==> src/rtl/core/vgcd_divider.sv <==
// ----------------------------------------------------------------------------
// vgcd_divider
// Unsigned restoring divider, one quotient bit per cycle.
// ----------------------------------------------------------------------------
module vgcd_divider #(
    parameter int DW = 26,
    parameter int VW = 16
) (
    input  logic          clk,
    input  logic          rst_n,
    input  logic          start,
    input  logic [DW-1:0] dividend,
    input  logic [VW-1:0] divisor,
    output logic          done,
    output logic [DW-1:0] quotient,
    output logic          rem_nz
);

    localparam int CNTW = $clog2(DW + 1);

    logic [VW-1:0]   rem_reg;
    logic [VW-1:0]   rem_next;
    logic [DW-1:0]   quo_reg;
    logic [DW-1:0]   quo_next;
    logic [VW-1:0]   div_reg;
    logic [CNTW-1:0] cnt_reg;
    logic            busy_reg;
    logic            done_reg;
    logic [VW:0]     shifted;
    logic [VW:0]     trial;
    logic            ge;

    always_comb
    begin
        shifted  = {rem_reg, quo_reg[DW-1]};
        trial    = shifted - {1'b0, div_reg};
        ge       = (shifted >= {1'b0, div_reg});
        rem_next = ge ? trial[VW-1:0] : shifted[VW-1:0];
        quo_next = {quo_reg[DW-2:0], ge};
    end

    always_ff @(posedge clk or negedge rst_n)
    begin
        if (!rst_n)
        begin
            rem_reg  <= '0;
            quo_reg  <= '0;
            div_reg  <= '0;
            cnt_reg  <= '0;
            busy_reg <= 1'b0;
            done_reg <= 1'b0;
        end
        else if (start)
        begin
            rem_reg  <= '0;
            quo_reg  <= dividend;
            div_reg  <= divisor;
            cnt_reg  <= CNTW'(DW);
            busy_reg <= 1'b1;
            done_reg <= 1'b0;
        end
        else if (busy_reg)
        begin
            rem_reg  <= rem_next;
            quo_reg  <= quo_next;
            cnt_reg  <= cnt_reg - 1'b1;
            // last bit: hand the result over next cycle
            if (cnt_reg == CNTW'(1))
            begin
                busy_reg <= 1'b0;
                done_reg <= 1'b1;
            end
        end
        else
        begin
            done_reg <= 1'b0;
        end
    end

    assign done     = done_reg;
    assign quotient = quo_reg;
    assign rem_nz   = (rem_reg != '0);

endmodule

==> config.mk <==
export PLATFORM = sky130hd
export DESIGN_NAME = vgcd_divider
export DESIGN_NICKNAME = d
export VERILOG_FILES = /design/src/rtl/core/vgcd_divider.sv
export SDC_FILE = /design/constraint.sdc
export NUM_CORES = 1
export LEC_CHECK = 0
export ABC_AREA = 1
export BUFFER_PORTS_ARGS = -buffer_cell sky130_fd_sc_hd__buf_2
export CELL_PAD_IN_SITES_DETAIL_PLACEMENT = 2
export CELL_PAD_IN_SITES_GLOBAL_PLACEMENT = 2
export CORE_MARGIN = 2
export CORE_UTILIZATION = 30
export DETAILED_ROUTE_END_ITERATION = 12
export PLACE_DENSITY_LB_ADDON = 0.1
export SLEW_MARGIN = 0
export SYNTH_ARGS = -nofsm -noshare
export SYNTH_HDL_FRONTEND = slang
export SYNTH_SLANG_ARGS = --single-unit
==> constraint.sdc <==
create_clock -name clk -period 2.5 [get_ports clk]
set_input_delay 0.25 -clock clk [delete_from_list [all_inputs] [get_ports clk]]
set_output_delay 0.25 -clock clk [all_outputs]
set_load 0.02 [all_outputs]
==> impl_table.tex <==
\begin{tabular}{lr}
\hline
Metric & Value \\
\hline
\multicolumn{2}{l}{\textbf{Run status}} \\
\quad Outcome & complete, no violations \\
\multicolumn{2}{l}{\textbf{Die}} \\
\quad Full die area & 14340 µm² \\
\quad Die span in y & 119.8 µm \\
\quad Die X-Extent & $\sim$120 µm \\
\quad Placeable core region & 13190 µm² \\
\quad Io pins & 73 \\
\quad Row count & 42 \\
\quad Initial cell density of the core & 30.48\% \\
\multicolumn{2}{l}{\textbf{Clocking}} \\
\quad Max clock buf depth & 2 \\
\quad Htree depth & 3 \\
\quad Clock transition at path regs & 0.06 ns \\
\quad Clock tree from TritonCTS & done \\
\quad Total setup buffers inserted after CTS & 0 \\
\quad Clock buffer count from CTS & 9 \\
\quad Number of clock sinks seen by CTS & 65 \\
\quad Clock root buffer master & clkbuf\_16 \\
\quad Worst-Skew Late Latency & 0.33 ns \\
\multicolumn{2}{l}{\textbf{Yosys}} \\
\quad Top post-synthesis cells by count & nand2\_1, inv\_1, dfrtp\_1, nand3\_1, o21ai\_0 \\
\quad Cell variety after synth & 32 \\
\quad Most frequent cell after synthesis & nand2\_1 \\
\quad Number of enable-type register cells in the synthesized netlist & 0 \\
\quad FFs w/ async S/R, synth & 100.0\% \\
\quad Synth top area share & 40.46\% \\
\quad Top cell type by total area after synthesis & dfrtp\_1 \\
\quad Per-instance average area after synthesis & 7.141 µm² \\
\quad Count of warnings emitted by yosys & 0 \\
\quad Synthesized Nets & 627 \\
\quad Cell area after technology mapping & 4020 µm² \\
\quad Cells after Synth & 563 \\
\quad Primary FF master, synth & dfrtp\_1 \\
\quad Top area cells in the synthesized netlist & dfrtp\_1, nand2\_1, inv\_1 \\
\quad Flip-flop and latch count after synthesis & 65 \\
\quad Seq/Total Area, Yosys & 40.46\% \\
\multicolumn{2}{l}{\textbf{Worst hold path}} \\
\quad WHS Path Cells & 3 \\
\quad Worst min-delay path startpoint & divisor[12] \\
\quad Type of the worst min-delay path & primary input to flip-flop \\
\quad Worst hold path endpoint & div\_reg[12]\$\_DFFE\_PN0P\_ \\
\multicolumn{2}{l}{\textbf{Global route}} \\
\quad Total global-route track usage & a little over 20\% \\
\quad Overall overflow remaining after global route & 0 \\
\quad Antenna violations before repair & 0 \\
\quad First-pass GRT wire length & 23220 µm \\
\quad Pin count of the biggest net entering global routing & 40 \\
\quad Via count of the first global-routing pass & 4452 \\
\multicolumn{2}{l}{\textbf{Finish}} \\
\quad Diode insertion count for antenna repair & 0 \\
\quad Layout Utilization & 37.39\% \\
\quad Area added between synthesis and finish & 22.69\% \\
\quad Total non-filler cell area in the finished layout & 4932 µm² \\
\quad Fraction of final layout cells sized beyond drive strength 1 & 16.80\% \\
\quad Total number of nets in the final design & 702 \\
\quad Flip-flop count of the largest register, all copies and words added & 26 \\
\quad Post-layout instance count excluding filler cells & about 820 \\
\multicolumn{2}{l}{\textbf{Critical path}} \\
\quad CP dominant cell by count & nand2\_1 \\
\quad Arrival time at the worst endpoint & 2.42 ns \\
\quad Worst-case register-to-register setup slack & 0.30 ns \\
\quad Worst Path Buf+Inv & 1 \\
\quad Cell-by-cell trace of the critical path & ha\_1 -> nand2\_1 -> nand2\_1 -> nand2\_1 -> nand2\_1 -> inv\_2 -> nand3\_2 -> nand2\_4 -> nand2\_4 -> nand2\_2 -> nand2\_1 -> nand2\_1 -> nand2\_1 \\
\quad Kind of end point of the critical path & flip-flop \\
\quad Critical register-to-register path startpoint & rem\_reg[5]\$\_DFFE\_PN0P\_ \\
\quad Largest delay share family, worst path & simple AND/OR/NAND/NOR gates \\
\quad Crit Path Max Fanout & 17 \\
\quad Crit Path Class & flip-flop to flip-flop \\
\quad Crit path launch type & flip-flop \\
\quad Slowest stage cell on the critical path & dfrtp\_1 \\
\quad Number of cells traversed by the worst register-to-register path & 13 \\
\quad Largest stage delay, worst path & 0.42 ns \\
\quad Critical register-to-register path endpoint & rem\_reg[13]\$\_DFFE\_PN0P\_ \\
\quad Required time at the endpoint of the critical path & 2.72 ns \\
\multicolumn{2}{l}{\textbf{Place}} \\
\quad Port Buf Inserts & 72 \\
\quad Half-perimeter wire length of the detailed placement result & 10910 µm \\
\quad DP Cell Count & 802 \\
\quad Placed Area & 4598 µm² \\
\quad GPL Wtd Cong & 0.8325 \\
\multicolumn{2}{l}{\textbf{STA}} \\
\quad Post-route clock skew & 0.005076 ns \\
\quad Max Fclk & $\sim$460 MHz \\
\quad Slew at the pin closest to its max-slew limit & between 0.6 and 0.7 ns \\
\quad Setup TNS & 0 ns \\
\quad Worst slew slack as a fraction of its limit & 57.92\% \\
\quad Fin crit share & 87.83\% \\
\quad Minimum period implied by the final worst setup slack & 2.196 ns \\
\quad Setup repair after global routing missed its margin & false \\
\quad Fin. max-slew vios & 0 \\
\quad Final-report setup violation count & 0 \\
\quad Final hold vios & 0 \\
\multicolumn{2}{l}{\textbf{Pwr}} \\
\quad Peak ir drop on the vdd network & 344.8 µV \\
\quad Overall power & $\sim$5.1 mW \\
\quad Total leakage power & $\sim$2.7 nW \\
\quad Pwr per Cell Area & 1026 nW/µm² \\
\multicolumn{2}{l}{\textbf{Detailed routing}} \\
\quad Routed vias/inst & 4.885 \\
\quad Number of antenna-violating nets in the routed design & 0 \\
\quad Iteration count of the initial detailed-routing pass & 4 \\
\quad Detailed router's first-iteration violation count & 155 \\
\quad Count of unresolved DRC violations after routing & 0 \\
\quad Number of vias after detailed routing & 4001 \\
\quad Routed wire length per instance & $\sim$17 µm \\
\quad Final wirelength & between 10000 and 15000 µm \\
\multicolumn{2}{l}{\textbf{Run}} \\
\quad Max-cap violations & 0 \\
\hline
\end{tabular}
## kinds of logic (layout without fill, tap and decap cells)
logic type / after synthesis / in the layout / synth area share (%)
compound gates: 50 / 50 / 7.688
xor+xnor: 6 / 6 / 1.307
fa+ha+maj: 19 / 19 / 6.100
buf+inv: 104 / 184 / 10.21
flops: 65 / 65 / 40.46
simple gates: 319 / 319 / 34.24
## metrics by stage
stage | hold slack (ns) | worst slack [ns]
after floorplan | -0.04559 | 0.6126
after global placement | 0.2910 | 0.3369
after detailed placement | 0.3066 | 0.2765
after CTS | 0.1146 | 0.2708
after global routing | 0.1262 | 0.09419
final | 0.1240 | 0.3042
## where the power goes
group	internal, mW	total, mW	switching [mW]
combinational	0.772	2.27	1.50
clock	0.929	1.38	0.454
sequential	1.23	1.41	0.181
## area by class of cell
type / instances / area (µm²)
Fill cell: 1589 / 8258
Inverter: 86 / 322.8
Sequential cell: 65 / 1627
Clock buffer: 14 / 264.0
Multi-Input combinational cell: 394 / 1988
Tap cell: 176 / 220.2
Timing Repair Buffer: 82 / 450.4
Clock inverter: 2 / 60.06
## what timing repair did
action	CTS	global route
hold endpoints to repair	21	0
gates resized for setup	0	0
hold buffers	1	0
## worst reg2reg max path: stages (launching register included)
cell and delay (ns):
dfrtp_1 0.42, ha_1 0.39, nand2_1 0.10, nand2_1 0.13, nand2_1 0.09, nand2_1 0.09, inv_2 0.07, nand3_2 0.11
nand2_4 0.19, nand2_4 0.19, nand2_2 0.14, nand2_1 0.06, nand2_1 0.07, nand2_1 0.05
## metal layers
layer	vias up	global-route usage [%]	part of all wire, %
met2	61	35.86	49
li1	1919	-	-
met3	10	4.658	3.6
met5	-	0	0
met1	2011	26.39	46
met4	0	4.853	1.0
## worst max path at each step
stage,startpoint,to,slack (ns),cells past startpoint
2_1_floorplan,quotient[25]$_DFFE_PN0P_,rem_reg[8]$_DFFE_PN0P_,0.61,13
3_3_place_gp,rem_reg[7]$_DFFE_PN0P_,rem_reg[14]$_DFFE_PN0P_,0.34,13
3_5_place_dp,rem_reg[7]$_DFFE_PN0P_,rem_reg[13]$_DFFE_PN0P_,0.28,13
4_1_cts,rem_reg[7]$_DFFE_PN0P_,rem_reg[13]$_DFFE_PN0P_,0.27,13
5_1_grt,rem_reg[7]$_DFFE_PN0P_,rem_reg[13]$_DFFE_PN0P_,0.09,13
6_report,rem_reg[5]$_DFFE_PN0P_,rem_reg[13]$_DFFE_PN0P_,0.30,13
## cell usage in the layout (no fill, tap or decap), types with 2 or more instances in the layout
master | netlist | routed
nand2_4 | 2 | 2
inv_1 | 83 | 83
dfrtp_1 | 65 | 65
xnor2_1 | 5 | 5
nand3b_1 | 13 | 13
inv_2 | 3 | 3
bufinv_16 | 0 | 2
a21oi_1 | 11 | 11
buf_4 | 2 | 8
clkbuf_16 | 0 | 9
nand3_1 | 40 | 40
nand4_1 | 6 | 6
nor2_1 | 18 | 16
clkbuf_1 | 14 | 3
nor4_1 | 5 | 5
nor3_1 | 2 | 2
nand2_2 | 2 | 2
nand2_1 | 224 | 224
ha_1 | 18 | 18
nor2_2 | 2 | 4
o21ai_0 | 19 | 19
buf_2 | 1 | 72
o221ai_1 | 7 | 7
clkbuf_8 | 0 | 2
o211ai_1 | 11 | 11
No activity file was read; power rests on OpenSTA's default activity.
